==> src/rtl/dmge_div.sv <==
module dmge_div #(
   parameter int TraceW = 20
) (
   input  logic                     clock,
   input  logic                     reset,
   input  logic                     start,
   input  logic signed [15:0]       numer,
   input  logic signed [TraceW-1:0] denom,
   output logic                     done,
   output logic signed [15:0]       quot
);

   localparam int NumW = (TraceW > 30 ? TraceW : 30) + 1;
   localparam int CntW = $clog2(NumW + 1);

   logic              busy_ff, busy_in;
   logic              done_ff, done_in;
   logic [CntW-1:0]   step_ff, step_in;
   logic [NumW-1:0]   num_ff, num_in;
   logic [TraceW-1:0] rem_ff, rem_in;
   logic [TraceW-1:0] den_ff, den_in;
   logic              neg_ff, neg_in;
   logic signed [15:0] quot_ff, quot_in;
   logic [15:0]       mag_abs;
   logic [TraceW-1:0] den_abs;
   logic [TraceW:0]   trial;
   logic              qbit;
   logic [NumW-1:0]   q_fin;

   // restoring division, one quotient bit per cycle
   always_comb begin
      mag_abs = numer[15] ? 16'(-17'(numer)) : 16'(numer);
      den_abs = denom[TraceW-1] ? TraceW'(-denom) : TraceW'(denom);
      trial   = {rem_ff, num_ff[NumW-1]};
      qbit    = (trial >= {1'b0, den_ff});
      q_fin   = {num_ff[NumW-2:0], qbit};
      busy_in = busy_ff;
      done_in = 1'b0;
      step_in = step_ff;
      num_in  = num_ff;
      rem_in  = rem_ff;
      den_in  = den_ff;
      neg_in  = neg_ff;
      quot_in = quot_ff;
      if (start) begin
         busy_in = 1'b1;
         step_in = '0;
         rem_in  = '0;
         den_in  = den_abs;
         // quotient sign from both operands
         neg_in  = numer[15] ^ denom[TraceW-1];
         num_in  = NumW'({mag_abs, 14'b0}) + NumW'(den_abs >> 1);
      end else if (busy_ff) begin
         rem_in  = qbit ? TraceW'(trial - {1'b0, den_ff}) : trial[TraceW-1:0];
         num_in  = q_fin;
         step_in = step_ff + 1'b1;
         if (step_ff == CntW'(NumW - 1)) begin
            busy_in = 1'b0;
            done_in = 1'b1;
            if (neg_ff) begin
               quot_in = (q_fin > NumW'(32768)) ? -16'sd32768 : 16'(-q_fin[15:0]);
            end else begin
               quot_in = (q_fin > NumW'(32767)) ? 16'sd32767 : q_fin[15:0];
            end
         end
      end
   end

   always_ff @(posedge clock) begin
      if (reset) begin
         busy_ff <= 1'b0;
         done_ff <= 1'b0;
      end else begin
         busy_ff <= busy_in;
         done_ff <= done_in;
      end
   end

   always_ff @(posedge clock) begin
      step_ff <= step_in;
      num_ff  <= num_in;
      rem_ff  <= rem_in;
      den_ff  <= den_in;
      neg_ff  <= neg_in;
      quot_ff <= quot_in;
   end

   assign done = done_ff;
   assign quot = quot_ff;

endmodule

==> config.mk <==
export PLATFORM = sky130hd
export DESIGN_NAME = dmge_div
export DESIGN_NICKNAME = d
export VERILOG_FILES = /design/src/rtl/dmge_div.sv
export SDC_FILE = /design/constraint.sdc
export NUM_CORES = 1
export LEC_CHECK = 0
export ABC_AREA = 0
export BUFFER_PORTS_ARGS = -buffer_cell sky130_fd_sc_hd__buf_2
export CAP_MARGIN = 25
export CORE_MARGIN = 2
export CORE_UTILIZATION = 55
export DETAILED_ROUTE_END_ITERATION = 12
export GPL_ROUTABILITY_DRIVEN = 0
export HOLD_SLACK_MARGIN = 0.12
export PLACE_DENSITY = 0.84
export RECOVER_POWER = 25
export SLEW_MARGIN = 40
export SYNTH_ARGS = -nofsm -noshare
export SYNTH_HDL_FRONTEND = slang
export SYNTH_SLANG_ARGS = --single-unit
==> constraint.sdc <==
create_clock -name clock -period 4.2 [get_ports clock]
set_input_delay 0.42 -clock clock [delete_from_list [all_inputs] [get_ports clock]]
set_output_delay 0.42 -clock clock [all_outputs]
set_load 0.01 [all_outputs]
## Yosys cells after proc, flatten, opt, wreduce, memory -nomap -nowiden

Cells that the tools add are included.
W data, S select, Z words.

- Bits in registers: 95
- Input bits: 39

- Add/sub/neg operators: 6
- $lt $le $gt $ge: 3
- Eq/ne operators: 1
- Muxes and demuxes: 12
- Bitwise logic cells: 3
- Reduce and logical (&&, ||, !) cells: 3

Operators by type and width:

| kind | count |
|---|---|
| $mux W16 | 4 |
| $mux W31 | 2 |
| $mux W20 | 2 |
| $neg A16 Y16 | 2 |
| $add A30 B19 Y31 | 1 |
| $gt A31 B15 Y1 const B | 1 |
| $gt A31 B16 Y1 const B | 1 |
| $ge A21 B20 Y1 | 1 |
| $neg A20 Y20 | 1 |
| $sub A20 B20 Y20 | 1 |
| $add A5 B1 Y5 const B | 1 |
| $eq A5 B5 Y1 const B | 1 |
| $mux W1 | 4 |
| $reduce_and A3 Y1 | 1 |
| $reduce_or A3 Y1 | 1 |
| $not A1 Y1 | 2 |
| $reduce_bool A2 Y1 | 1 |
| $xor A1 B1 Y1 | 1 |

## Longest topological paths before layout

Gate-level depths: netlist of run 1.

- Depth after elaboration: 4
- Gate-level depth with buffers: 21
- Gate-level depth less buffers: 17

## Least setup slack after synthesis of run 1

Ideal clock, no wire load.

- Kind: input -> register
- Start: in denom[4]
- End: reg num_ff[26] (data pin)
- Library setup time: 260 ps
- Data arrival time: 3782 ps
- Data required time: 3940 ps
- Path slack: 158 ps
- Stages: 16
- Path buffers: 0
- Cells stage by stage: nor4_1 -> nand4_1 -> or4_1 -> nand2_1 -> xnor2_1 -> ha_1 -> inv_1 -> fa_1 -> nor2b_1 -> o21ai_0 -> a21boi_0 -> o211ai_1 -> or3_4 -> nand2b_1 -> xnor2_1 -> mux2_2

- Cells in the longest elaborated chain, start to end: 4

RTL lines:

| what | RTL line | source |
|---|---|---|
| start, declared | 8 | `input logic signed [TraceW-1:0] denom,` |
| $neg A20 Y20 | 33 | `den_abs = denom[TraceW-1] ? TraceW'(-denom) : TraceW'(denom);` |
| $mux W20 | 33 |  |
| net den_abs[15] | 25 | `logic [TraceW-1:0] den_abs;` |
| $add A30 B19 Y31 | 52 | `num_in = NumW'({mag_abs, 14'b0}) + NumW'(den_abs >> 1);` |
| $mux W31 | 45 | `if (start) begin` |
| net num_in[26] | 19 | `logic [NumW-1:0] num_ff, num_in;` |
| end signal, assigned | 81 | `num_ff <= num_in;` |
| end, declared | 19 |  |

The timed path passes the listed nets, and every way through them passes these cells.
A chain may end at the register's enable or synchronous reset.

## Worst setup path in the final report of run 1

Ends and elaborated chain as after synthesis.

==> summary.md, run 1 <==
| Metric | Value |
|---|---|
| Die area | 12600 µm² |
| Worst Tran Pin Value | 2.49 ns |
| Number of rows created at floorplan | 39 |
| Mux contribution to synthesized area | 5.63% |
| Routed Wire Length | 16100 µm |
| Antenna Nets Post-Route | 0 |
| Largest delay share family, worst path | simple AND/OR/NAND/NOR gates |
| Synthesized netlist net count | 753 |
| Startpoint kind of the worst setup timing path | input pin |
| Final-report max-slew violation count | 52 |
| Area taken by multi-input logic gates | 3630 µm² |
| First element of the critical path | denom[4] |
| Critical path class | input pin to flop |
| DRC errors left | 0 |
| Count of vias placed by the detailed router | 5579 |
| Critical path peak fanout | 4 |
| Maximum buffer depth of the clock tree | 2 |
| Category of the worst setup path capture point | flop |
| Number of inserted filler cells in the final layout | 972 |
| CTS root buf | sky130_fd_sc_hd__clkbuf_16 |
| Cell count after synthesis | 681 |
| Floorplan die height | 112 µm |
| Sequential share of the synthesized area | 40.0% |
| Starting DRC count in detailed routing | 502 |
| Routed WL per cell | 17.9 µm |
| Antenna violations before repair | 0 |
| Inserted Clock Buffers | 9 |
| Synthesis-stage register bit count | 95 |
| Slew HR | -65.8% |
| Most common cell after layout, fill and taps aside | sky130_fd_sc_hd__nand2_1 |
| Ports placed on the boundary | 56 |
| Final hold violation count | 0 |
| Max capacitance violation total | 1 |
| Wire length of the first global-routing pass | 26200 µm |
| Area grow syn2layout | 12.8% |
| Largest family of logic cells by synthesized area | simple AND/OR/NAND/NOR gates |
| Combined flip-flop and latch cell area | 2580 µm² |
| Max Used Layer | met4 |
| Yosys warning count | 0 |
| Die extent in x | 112 µm |
| Ys flop type | sky130_fd_sc_hd__edfxtp_1 |
| Maximum resistive drop on vdd | 0.385 mV |
| End-of-flow core utilization | 63.7% |
| Proportion of register bits with asynchronous set or reset after synthesis | 0% |
| Latest clock arrival within the worst-skew pair | 0.36 ns |
| Met1 Routed Length | 6580 µm |
| Clock skew after layout | 0.0116 ns |
| Minimum setup slack after placement | -0.310 ns |
| Setup TNS after final layout | 0 ns |
| Number of buffers inserted by hold repair at cts | 0 |
| Number of enable-type register cells in the synthesized netlist | 68 |
| Classification of the worst-slack hold path | input pin to flop |
| Fraction of the mapped netlist area in compound gates | 16.8% |
| Crit path top cell by count | sky130_fd_sc_hd__xnor2_1 |
| Arrival @ worst endpoint | 4.19 ns |
| WP buf/inv | 3 |
| CTS tree | yes |
| Portion of the clock cycle consumed by the worst path in the final layout | 97.5% |
| Total congestion overflow after global routing | 0 |
| Number of diodes | 0 |
| Count of port buffers added during placement | 55 |
| Total routing resource utilization after global routing | 25.6% |
| Area share of xor/xnor cells in the synthesized design | 7.88% |
| Final count of negative-setup-slack endpoints | 0 |
| Simple logic cell fraction of the synthesized area | 18.1% |
| Routed length on met3 | 1280 µm |
| Worst EP required | 4.29 ns |
| Initial Utilization | 56.5% |
| Result of the run | complete, but fails checks |
| Amount of wire on met2 after detailed routing | 7820 µm |
| Maximum number of pins on one net before global-route repair | 52 |
| First-pass iteration count of the detailed router | 5 |
| Synth Cell Area | 6450 µm² |
| Clk pin slew, worst setup/hold paths | 0.07 ns |
| Max frequency | 244 MHz |
| Synth Area in Adders | 6.64% |
| Overall power | 2530 µW |
| Share of cells above drive strength 1 | 17.4% |
| Launch point of the worst hold path | reset |
| Violated checks | max-capacitance violations, max-slew violations |
| Number of sinks on the clock net | 95 |
| Via count of the first global-routing pass | 5399 |
| Leak Pwr | 0.00274 µW |
| Ordered list of cells on the worst path | buf_2 -> nor4_2 -> buf_4 -> nand4_1 -> or4_4 -> nand2_1 -> xnor2_1 -> ha_2 -> inv_1 -> fa_1 -> nor2b_1 -> o21ai_0 -> a21boi_1 -> o211ai_1 -> or3_4 -> nand2b_1 -> xnor2_1 -> mux2_2 |
| Final HPWL from detailed placement | 11800 µm |
| Synthesized area per cell | 9.47 µm² |
| Minimum clock period | 4.09 ns |
| WHS | 0.234 ns |
| Reg2reg start | den_ff[8] |
| Layout Nets | 823 |
| Longest individual stage delay on the worst path | 0.50 ns |
| Distinct cell type count of the synthesized netlist | 70 |
| Final worst setup slack | 0.106 ns |
| Most used cells in the layout excluding fill and tap cells | sky130_fd_sc_hd__nand2_1, sky130_fd_sc_hd__edfxtp_1, sky130_fd_sc_hd__o21ai_0 |
| Register-to-register setup slack | 0.22 ns |
| Detail-routed via count per cell | 6.21 |
| Power per cell area | 348 nW/µm² |
| CTS H-Tree Depth | 3 |
| Library cell contributing the largest single delay on the critical path | sky130_fd_sc_hd__or4_4 |
| Core area | 11400 µm² |
| RSZ-0062 raised after global routing | yes |
-- worst paths after layout --
path | end | depth (start not counted)
min | busy_ff | 2
min reg2reg | rem_ff[6] | 2
max reg2reg | quot[8] | 16
max | num_ff[26] | 18
-- metrics by stage --
step                std cells  cell area, µm²
floorplan                 681            6450
global placement          882            6970
detailed placement        882            6970
CTS                       897            7230
global route              898            7270
finish                    898            7270
-- cells by family (layout without fill, tap and decap cells) --
group                      after synthesis  in the layout
and+or+nand+nor                        229            229
AOI/OAI and AO/OA                      164            164
DFF                                     95             95
muxes                                   33             33
adders and majority gates               33             33
xor gates and xnor gates                58             58
buffers and inverters                   69            143
-- repair_timing --
action,CTS,global route
setup buffers,0,1
hold endpoints to repair,0,0
resized for setup,2,17
pin swaps,0,2
endpoints found under the setup margin,3,15
-- synthesized netlist by cell type (all sizes together) (2+ instances only) --
cell type | number | area share [%]
buf | 8 | 0.68
or2 | 4 | 0.39
fa | 2 | 0.62
o21bai | 3 | 0.35
a2111o | 2 | 0.35
or4 | 4 | 0.52
inv | 42 | 2.4
clkbuf | 19 | 1.7
o211ai | 3 | 0.35
a31oi | 7 | 0.68
nand4 | 11 | 1.1
o31ai | 13 | 1.5
nand4b | 2 | 0.27
dfxtp | 27 | 8.4
o31a | 3 | 0.41
nor3b | 2 | 0.23
ha | 31 | 6.0
nor3 | 15 | 1.2
a21o | 3 | 0.35
nand2b | 16 | 1.6
a211oi | 8 | 0.93
and3 | 2 | 0.19
o41ai | 5 | 0.80
o21ai | 52 | 4.0
edfxtp | 68 | 32
mux2i | 7 | 1.1
o21a | 3 | 0.35
nor4 | 11 | 1.3
nand2 | 72 | 4.3
nand3 | 10 | 0.78
a21oi | 29 | 2.3
mux2 | 26 | 4.5
a311oi | 7 | 0.95
a21boi | 2 | 0.23
o311ai | 12 | 1.6
nor2 | 50 | 2.9
nor2b | 12 | 1.2
xnor2 | 36 | 4.9
xor2 | 22 | 3.0
or3 | 13 | 1.6
a41oi | 2 | 0.27
-- sequential cells by signal, indices dropped and copies added, names as in the netlist --
register,count
num_ff,31
den_ff,20
rem_ff,20
quot,16
step_ff,5
busy_ff,1
done,1
neg_ff,1
-- final cells by class --
| class | instances | area share (%) |
|---|---|---|
| clock inverter | 3 | 0.172 |
| multi-input combinational | 517 | 49.9 |
| inverter | 42 | 2.17 |
| clock buffer | 12 | 3.25 |
| timing repair buffer | 86 | 6.59 |
| tap | 143 | 2.46 |
| sequential | 95 | 35.5 |
-- metal layers --
layer | global-route usage, % | up-vias
met4 | 9.92 | 0
li1 | - | 2644
met3 | 6.37 | 37
met5 | 0 | -
met1 | 33.1 | 2625
met2 | 41.7 | 273
-- report_power, final --
part           leakage [µW]  internal, µW  total (µW)  switching [µW]
combinational       0.00173           265         606             341
sequential         0.000882          1110        1200            82.2
clock              0.000121           394         730             336
-- worst register-to-register path, cell delays in order, from the launching register on --
cell	delay, ns
sky130_fd_sc_hd__edfxtp_1	0.36
sky130_fd_sc_hd__inv_1	0.13
sky130_fd_sc_hd__ha_1	0.32
sky130_fd_sc_hd__a21oi_1	0.15
sky130_fd_sc_hd__o21ai_0	0.15
sky130_fd_sc_hd__nor3_1	0.16
sky130_fd_sc_hd__a21oi_1	0.11
sky130_fd_sc_hd__o21a_1	0.22
sky130_fd_sc_hd__inv_2	0.07
sky130_fd_sc_hd__ha_1	0.19
sky130_fd_sc_hd__nor3b_2	0.25
sky130_fd_sc_hd__nand3_1	0.20
sky130_fd_sc_hd__or3_4	0.41
sky130_fd_sc_hd__o31ai_4	0.28
sky130_fd_sc_hd__and2b_2	0.29
sky130_fd_sc_hd__nand2_4	0.12
sky130_fd_sc_hd__o311ai_0	0.34
Power figures use the tool's default switching activity.
==> inputs of run 2 (changes only) <==
--- a/config.mk
+++ b/config.mk
@@ -13,9 +13,8 @@
 export DETAILED_ROUTE_END_ITERATION = 12
 export GPL_ROUTABILITY_DRIVEN = 0
 export HOLD_SLACK_MARGIN = 0.12
-export PLACE_DENSITY = 0.84
+export PLACE_DENSITY = 0.77
 export RECOVER_POWER = 25
-export SLEW_MARGIN = 40
 export SYNTH_ARGS = -nofsm -noshare
 export SYNTH_HDL_FRONTEND = slang
 export SYNTH_SLANG_ARGS = --single-unit
==> run 2 against run 1 <==
Compared with the run above: the run still ends with max-capacitance violations, max-slew violations left; sequential share of layout area is 0.16 points lower; worst setup slack improved by 0.033 ns; clock skew about the same; critical path depth stayed put; clock-buffer cell count is 2 lower; via count decreased by 2.7%; clock power grew 14%; routed wire length fell by 5.4%; design area grew 0.45%; flip-flop and latch count did not move; hold slack better by 0.0096 ns; largest power group unchanged; highest routed layer unchanged.
==> summary.md, run 2 (synthesized netlist as in run 1, its figures left out) <==
| Metric | Value |
|---|---|
| Reg2reg start | den_ff[6] (was den_ff[8]) |
| Portion of the clock cycle consumed by the worst path in the final layout | 96.7% (was 97.5%) |
| Register-to-register setup slack | 0.23 ns (was 0.22 ns) |
| Violated checks | max-capacitance violations, max-slew violations (unchanged) |
| Critical path peak fanout | 3 (was 4) |
| Maximum resistive drop on vdd | 0.238 mV (was 0.385 mV) |
| Largest Register | num_ff (unchanged) |
| Number of sinks on the clock net | 95 (unchanged) |
| Clk pin slew, worst setup/hold paths | 0.06 ns (was 0.07 ns) |
| Max frequency | 246 MHz (was 244 MHz) |
| Die area | 12600 µm² (unchanged) |
| Number of diodes | 0 (unchanged) |
| Largest registers | num_ff: 31 flops, den_ff: 20 flops, rem_ff: 20 flops (unchanged) |
| Result of the run | complete, but fails checks (unchanged) |
| Slew HR | -47.9% (was -65.8%) |
| Standard cell area after detailed placement | 6970 µm² (unchanged) |
| Number of buffers inserted by hold repair at cts | 0 (unchanged) |
| DRC errors left | 0 (unchanged) |
| Most used cells in the layout excluding fill and tap cells | sky130_fd_sc_hd__nand2_1, sky130_fd_sc_hd__edfxtp_1, sky130_fd_sc_hd__o21ai_0 (unchanged) |
| Leak Pwr | 0.00275 µW (was 0.00274 µW) |
| Die extent in x | 112 µm (unchanged) |
| Power per cell area | 360 nW/µm² (was 348 nW/µm²) |
| Maximum number of pins on one net before global-route repair | 46 (was 52) |
| Longest individual stage delay on the worst path | 0.46 ns (was 0.50 ns) |
| WHS | 0.244 ns (was 0.234 ns) |
| Area grow syn2layout | 13.3% (was 12.8%) |
| Latest clock arrival within the worst-skew pair | 0.35 ns (was 0.36 ns) |
| Count of vias placed by the detailed router | 5430 (was 5579) |
| Layout Nets | 823 (unchanged) |
| Ordered list of cells on the worst path | buf_2 -> nor4_4 -> buf_4 -> nand4_1 -> or4_4 -> nand2_1 -> xnor2_1 -> ha_1 -> inv_1 -> fa_1 -> nor2b_1 -> o21ai_0 -> a21boi_1 -> o211ai_1 -> or3_4 -> nand2b_1 -> xnor2_1 -> mux2_2 (was buf_2 -> nor4_2 -> buf_4 -> nand4_1 -> or4_4 -> nand2_1 -> xnor2_1 -> ha_2 -> inv_1 -> fa_1 -> nor2b_1 -> o21ai_0 -> a21boi_1 -> o211ai_1 -> or3_4 -> nand2b_1 -> xnor2_1 -> mux2_2) |
| Starting DRC count in detailed routing | 481 (was 502) |
| Final HPWL from detailed placement | 11200 µm (was 11800 µm) |
| Critical register-to-register path endpoint | quot[3] (was quot[8]) |
| Worst EP required | 4.30 ns (was 4.29 ns) |
| Antenna Nets Post-Route | 0 (unchanged) |
| Final cell count without fillers | 899 (was 898) |
| Most common cell after layout, fill and taps aside | sky130_fd_sc_hd__nand2_1 (unchanged) |
| Category of the worst setup path capture point | flop (unchanged) |
| Cell area after layout | 7310 µm² (was 7270 µm²) |
| Ports placed on the boundary | 56 (unchanged) |
| CTS root buf | sky130_fd_sc_hd__clkbuf_16 (unchanged) |
| Number of rows created at floorplan | 39 (unchanged) |
| Cell count after placement | 882 (unchanged) |
| Core area | 11400 µm² (unchanged) |
| Detail-routed via count per cell | 6.04 (was 6.21) |
| Classification of the worst-slack hold path | input pin to flop (unchanged) |
| Share of cells above drive strength 1 | 17.3% (was 17.4%) |
| Minimum clock period | 4.06 ns (was 4.09 ns) |
| Number of flip-flops under the largest register name | 31 (unchanged) |
| Arrival @ worst endpoint | 4.16 ns (was 4.19 ns) |
| WP buf/inv | 3 (unchanged) |
| Routed WL per cell | 17.0 µm (was 17.9 µm) |
| Critical path class | input pin to flop (unchanged) |
| CTS H-Tree Depth | 3 (unchanged) |
| Worst Tran Pin Value | 2.22 ns (was 2.49 ns) |
| Initial Utilization | 56.5% (unchanged) |
| Number of inserted filler cells in the final layout | 951 (was 972) |
| Max capacitance violation total | 2 (was 1) |
| Largest delay share family, worst path | simple AND/OR/NAND/NOR gates (unchanged) |
| Final hold violation count | 0 (unchanged) |
| Startpoint kind of the worst setup timing path | input pin (unchanged) |
| First-pass iteration count of the detailed router | 5 (unchanged) |
| Total congestion overflow after global routing | 0 (unchanged) |
| Final count of negative-setup-slack endpoints | 0 (unchanged) |
| Crit path top cell by count | sky130_fd_sc_hd__xnor2_1 (unchanged) |
| Floorplan die height | 112 µm (unchanged) |
| CP Depth | 18 (unchanged) |
| Wire length of the first global-routing pass | 24700 µm (was 26200 µm) |
| Routed Wire Length | 15200 µm (was 16100 µm) |
| First element of the critical path | denom[4] (unchanged) |
| Capture point of the critical path | num_ff[26] (unchanged) |
| Maximum buffer depth of the clock tree | 2 (unchanged) |
| Worst r2r path cells | 17 (was 16) |
| Inserted Clock Buffers | 9 (unchanged) |
| Library cell contributing the largest single delay on the critical path | sky130_fd_sc_hd__or4_4 (unchanged) |
| Minimum setup slack after placement | -0.466 ns (was -0.310 ns) |
| Total routing resource utilization after global routing | 24.1% (was 25.6%) |
| Antenna violations before repair | 0 (unchanged) |
| Via count of the first global-routing pass | 5237 (was 5399) |
| Clock skew after layout | 0.0115 ns (was 0.0116 ns) |
| Count of port buffers added during placement | 55 (unchanged) |
| Overall power | 2630 µW (was 2530 µW) |
| Final worst setup slack | 0.139 ns (was 0.106 ns) |
| Final-report max-slew violation count | 79 (was 52) |
| CTS tree | yes (unchanged) |
## run 2: report_power, final
| group | total (µW) | internal [µW] | switching [µW] |
|---|---|---|---|
| sequential | 1190 | 1110 | 81.4 |
| clock | 829 | 475 | 354 |
| combinational | 607 | 268 | 339 |
| total | 2630 | 1850 | 774 |
## run 2: area by class of cell
class                      count  area (µm²)  share of cell area, %
clock buffer                  10         239                   3.27
clock inverter                 6        60.1                  0.822
inverter                      42         158                   2.16
multi-input combinational    517        3610                   49.4
sequential                    95        2580                   35.3
tap                          143         179                   2.45
timing repair buffer          86         475                   6.51
## run 2: worst min-delay path by stage
stage	end	cells after the start	from	slack (ns)
after floorplan	rem_ff[19]	2	rem_ff[19]	0.44
after global placement	rem_ff[19]	2	rem_ff[19]	0.45
after detailed placement	rem_ff[19]	2	rem_ff[19]	0.45
after CTS	busy_ff	2	reset	0.24
after global routing	busy_ff	2	reset	0.25
final	busy_ff	2	reset	0.24
## run 2: repair_timing
action	in CTS	in global routing
pin swaps	0	1
gates resized for setup	2	17
endpoints found under the setup margin	2	19
gates cloned	0	0
setup buffers	0	1
## run 2: metal layers
layer	GRT usage, %	up-vias	wire length [µm]
met1	31.3	2567	6630
met3	3.40	28	806
li1	-	2657	-
met4	8.54	0	326
met2	41.3	178	7490
met5	0	-	0
## run 2: stage by stage
stage,setup TNS (ns),util [%]
after global routing,-0.158,64.0
after detailed placement,-1.99,61.1
after global placement,-0.874,61.1
after floorplan,0,-
after CTS,0,63.7
final,0,64.0
==> inputs of run 3 (changes only) <==
--- a/config.mk
+++ b/config.mk
@@ -5,7 +5,7 @@
 export SDC_FILE = /design/constraint.sdc
 export NUM_CORES = 1
 export LEC_CHECK = 0
-export ABC_AREA = 0
+export ABC_AREA = 1
 export BUFFER_PORTS_ARGS = -buffer_cell sky130_fd_sc_hd__buf_2
 export CAP_MARGIN = 25
 export CORE_MARGIN = 2
@@ -13,8 +13,10 @@
 export DETAILED_ROUTE_END_ITERATION = 12
 export GPL_ROUTABILITY_DRIVEN = 0
 export HOLD_SLACK_MARGIN = 0.12
+export MAX_ROUTING_LAYER = met4
 export PLACE_DENSITY = 0.77
 export RECOVER_POWER = 25
+export REMOVE_ABC_BUFFERS = 1
 export SYNTH_ARGS = -nofsm -noshare
 export SYNTH_HDL_FRONTEND = slang
 export SYNTH_SLANG_ARGS = --single-unit
==> run 3 against run 2 <==
Compared with the run above: the flow now finishes without violations; first-iteration DRC count rose by 20%; sequential power fell by 5%; utilization fell by 2.6 points; clock skew decreased by 0.0062 ns; maximum frequency is 17% higher; largest power group unchanged.
==> summary.md, run 3 <==
| Metric | Value |
|---|---|
| Clock skew after layout | 0.00534 ns (was 0.0115 ns) |
| Inserted Clock Buffers | 9 (unchanged) |
| Net switching fraction of the power | 29.0% (was 29.4%) |
| Latest clock arrival within the worst-skew pair | 0.34 ns (was 0.35 ns) |
| Ports placed on the boundary | 56 (unchanged) |
| Result of the run | completed (was complete, but fails checks) |
| Power spent charging and discharging nets | 669 µW (was 774 µW) |
| Critical path peak fanout | 11 (was 3) |
| Distinct cell type count of the synthesized netlist | 41 (was 70) |
| Layout Nets | 1020 (was 823) |
| RSZ-0062 raised after global routing | no |
| Synth Cell Area | 6620 µm² (was 6450 µm²) |
| Maximum buffer depth of the clock tree | 2 (unchanged) |
| Share of the synthesized area in the top cell type | 30.9% (was 31.7%) |
| Largest registers | num_ff: 31 flops, den_ff: 20 flops, rem_ff: 20 flops (unchanged) |
| Sequential share of power | 49.3% (was 45.4%) |
| Starting DRC count in detailed routing | 577 (was 481) |
| Power per cell area | 317 nW/µm² (was 360 nW/µm²) |
| Portion of the clock cycle consumed by the worst path in the final layout | 82.8% (was 96.7%) |
| Maximum resistive drop on vdd | 0.189 mV (was 0.238 mV) |
| Classification of the worst-slack hold path | input pin to flop (unchanged) |
| Clk pin slew, worst setup/hold paths | 0.06 ns (about the same) |
| Startpoint kind of the worst setup timing path | flop (was input pin) |
| Most numerous cell types in the synthesized netlist | sky130_fd_sc_hd__nand2_1, sky130_fd_sc_hd__inv_1, sky130_fd_sc_hd__nor2_1 (was sky130_fd_sc_hd__nand2_1, sky130_fd_sc_hd__edfxtp_1, sky130_fd_sc_hd__o21ai_0) |
| Global routing met2 resource utilization | 39.0% (was 41.3%) |
| Final HPWL from detailed placement | 11400 µm (was 11200 µm) |
| Setup TNS after final layout | 0 ns (unchanged) |
| Synthesized area per cell | 7.40 µm² (was 9.47 µm²) |
| Post-CTS resize count | 0 (was 2) |
| WHS | 0.261 ns (was 0.244 ns) |
| Number of inserted filler cells in the final layout | 1113 (was 951) |
| Maximum number of pins on one net before global-route repair | 60 (was 46) |
| CTS root buf | sky130_fd_sc_hd__clkbuf_16 (unchanged) |
| Total congestion overflow after global routing | 0 (unchanged) |
| Number of diodes | 0 (unchanged) |
| Die area | 12900 µm² (was 12600 µm²) |
| Hold-critical path depth | 2 (unchanged) |
| Total routing resource utilization after global routing | 24.8% (was 24.1%) |
| Routed Wire Length | 15100 µm (was 15200 µm) |
| Slew HR | 44.3% (was -47.9%) |
| Antenna violations before repair | 0 (unchanged) |
| Floorplan die height | 114 µm (was 112 µm) |
| CTS H-Tree Depth | 3 (unchanged) |
| Ys flop type | sky130_fd_sc_hd__edfxtp_1 (unchanged) |
| Share of cells above drive strength 1 | 9.03% (was 17.3%) |
| Critical path class | flop to flop (was input pin to flop) |
| Cell count after synthesis | 894 (was 681) |
| GR Util met1 | 33.4% (was 31.3%) |
| First-pass iteration count of the detailed router | 5 (unchanged) |
| Category of the worst setup path capture point | flop (unchanged) |
| Routed WL per cell | 13.7 µm (was 17.0 µm) |
| Worst EP required | 4.41 ns (was 4.30 ns) |
| Power Internal | 1630 µW (was 1850 µW) |
| Proportion of register bits with asynchronous set or reset after synthesis | 0% (unchanged) |
| Most common cell after layout, fill and taps aside | sky130_fd_sc_hd__nand2_1 (unchanged) |
| Leading post-synthesis cells by cell area | sky130_fd_sc_hd__edfxtp_1, sky130_fd_sc_hd__nand2_1, sky130_fd_sc_hd__dfxtp_1, sky130_fd_sc_hd__inv_1, sky130_fd_sc_hd__ha_1 (was sky130_fd_sc_hd__edfxtp_1, sky130_fd_sc_hd__dfxtp_1, sky130_fd_sc_hd__ha_1, sky130_fd_sc_hd__xnor2_1, sky130_fd_sc_hd__mux2_2) |
| Arrival @ worst endpoint | 3.69 ns (was 4.16 ns) |
| GR Layer Usage met3 | 3.13% (was 3.40%) |
| Initial Utilization | 55.8% (was 56.5%) |
| Combinational share of power | 19.0% (was 23.1%) |
| Yosys warning count | 0 (unchanged) |
| Synthesis-stage register bit count | 95 (unchanged) |
| Number of sinks on the clock net | 95 (unchanged) |
| Post-CTS setup buffers | 0 (unchanged) |
| Worst r2r path cells | 18 (was 17) |
| Minimum clock period | 3.48 ns (was 4.06 ns) |
| Final hold violation count | 0 (unchanged) |
| DRC errors left | 0 (unchanged) |
| Number of rows created at floorplan | 40 (was 39) |
| Antenna Nets Post-Route | 0 (unchanged) |
| Area leader, netlist | sky130_fd_sc_hd__edfxtp_1 (unchanged) |
| Sequential share of the synthesized area | 39.0% (was 40.0%) |
| Max capacitance violation total | 0 (was 2) |
| Final count of negative-setup-slack endpoints | 0 (unchanged) |
| Die extent in x | 114 µm (was 112 µm) |
| Cell with the most instances after synthesis | sky130_fd_sc_hd__nand2_1 (unchanged) |
| Area grow syn2layout | 9.98% (was 13.3%) |
| Core area | 11900 µm² (was 11400 µm²) |
| Largest Register | num_ff (unchanged) |
| Final-report max-slew violation count | 0 (was 79) |
| End-of-flow core utilization | 61.4% (was 64.0%) |
| Count of port buffers added during placement | 55 (unchanged) |
| Count of vias placed by the detailed router | 5947 (was 5430) |
| Clock network fraction of total power | 31.7% (was 31.5%) |
| Leak Pwr | 0.00337 µW (was 0.00275 µW) |
| Number of enable-type register cells in the synthesized netlist | 68 (unchanged) |
| Max frequency | 288 MHz (was 246 MHz) |
| Number of buffers inserted by hold repair at cts | 0 (unchanged) |
| Number of flip-flops under the largest register name | 31 (unchanged) |
| Most used cells in the layout excluding fill and tap cells | sky130_fd_sc_hd__nand2_1, sky130_fd_sc_hd__inv_1, sky130_fd_sc_hd__nor2_1 (was sky130_fd_sc_hd__nand2_1, sky130_fd_sc_hd__edfxtp_1, sky130_fd_sc_hd__o21ai_0) |
| Wire length of the first global-routing pass | 25000 µm (was 24700 µm) |
| Detail-routed via count per cell | 5.41 (was 6.04) |
| Layer carrying the most global-route usage | met2 (unchanged) |
| CTS tree | yes (unchanged) |
| Worst Tran Pin Value | 0.836 ns (was 2.22 ns) |
| Via count of the first global-routing pass | 5379 (was 5237) |
run 3: kinds of logic (layout without fill, tap and decap cells):
kind of cell / count (synthesis) / in the layout / share of synthesized area, %
XOR/XNOR: 44 / 44 / 5.82
AO/OA/AOI/OAI: 140 / 140 / 11.6
buffers and inverters: 134 / 192 / 8.07
flip-flops: 95 / 95 / 39.0
adder cells (fa/ha/maj): 33 / 33 / 6.47
AND/OR/NAND/NOR: 448 / 448 / 29.0
run 3: cell type report:
class                           instances  area [µm²]  share of cell area [%]
Multi-Input combinational cell        665        3500                    48.1
Clock buffer                           11         233                    3.20
Sequential cell                        95        2580                    35.5
Clock inverter                          4        23.8                   0.327
Timing Repair Buffer                   64         330                    4.54
Tap cell                              147         184                    2.53
Inverter                              113         424                    5.83
run 3: power groups by stage:
stage	Combinational, µW	Clock [µW]	Sequential (µW)
finish	438	731	1130
global route	498	785	1140
CTS	435	749	1130
detailed placement	431	0	1150
global placement	424	0	1150
floorplan	307	0	1140
run 3: path summary, 6_finish.rpt:
check                                 from    endpoint  slack, ns
worst max register to register  den_ff[18]    quot[14]       0.72
worst min register to register  rem_ff[11]  rem_ff[11]       0.47
worst min-delay path                 reset     busy_ff       0.26
worst max-delay path            den_ff[18]    quot[14]       0.72
run 3: critical path: stages (launching register included):
cell	delay [ns]
sky130_fd_sc_hd__edfxtp_1	0.33
sky130_fd_sc_hd__inv_1	0.04
sky130_fd_sc_hd__ha_1	0.37
sky130_fd_sc_hd__a21oi_1	0.26
sky130_fd_sc_hd__o21a_1	0.15
sky130_fd_sc_hd__nand2_1	0.07
sky130_fd_sc_hd__nor2_1	0.30
sky130_fd_sc_hd__nand2_2	0.09
sky130_fd_sc_hd__inv_2	0.25
sky130_fd_sc_hd__ha_1	0.26
sky130_fd_sc_hd__nand3_1	0.11
sky130_fd_sc_hd__nor3_2	0.27
sky130_fd_sc_hd__nand3_1	0.11
sky130_fd_sc_hd__a21oi_1	0.18
sky130_fd_sc_hd__inv_1	0.09
sky130_fd_sc_hd__nor2_1	0.09
sky130_fd_sc_hd__buf_4	0.19
sky130_fd_sc_hd__o21ai_0	0.10
sky130_fd_sc_hd__nand3_1	0.08
run 3: layer usage:
layer	vias up	routed length (µm)	share of wire, %
met2	178	6820	45
met1	2679	7110	47
met3	21	833	5.5
li1	3069	-	-
met5	-	0	0
met4	0	307	2.0
run 3: through the flow:
stage	total power [µW]	std cells	setup WS, ns	instance area, µm²
6_report	2300	1099	0.723	7280
5_1_grt	2420	1099	0.322	7280
4_1_cts	2320	1099	0.742	7290
3_5_place_dp	1590	1084	0.442	7030
3_3_place_gp	1580	1084	0.514	7030
2_1_floorplan	1450	873	0.907	6510
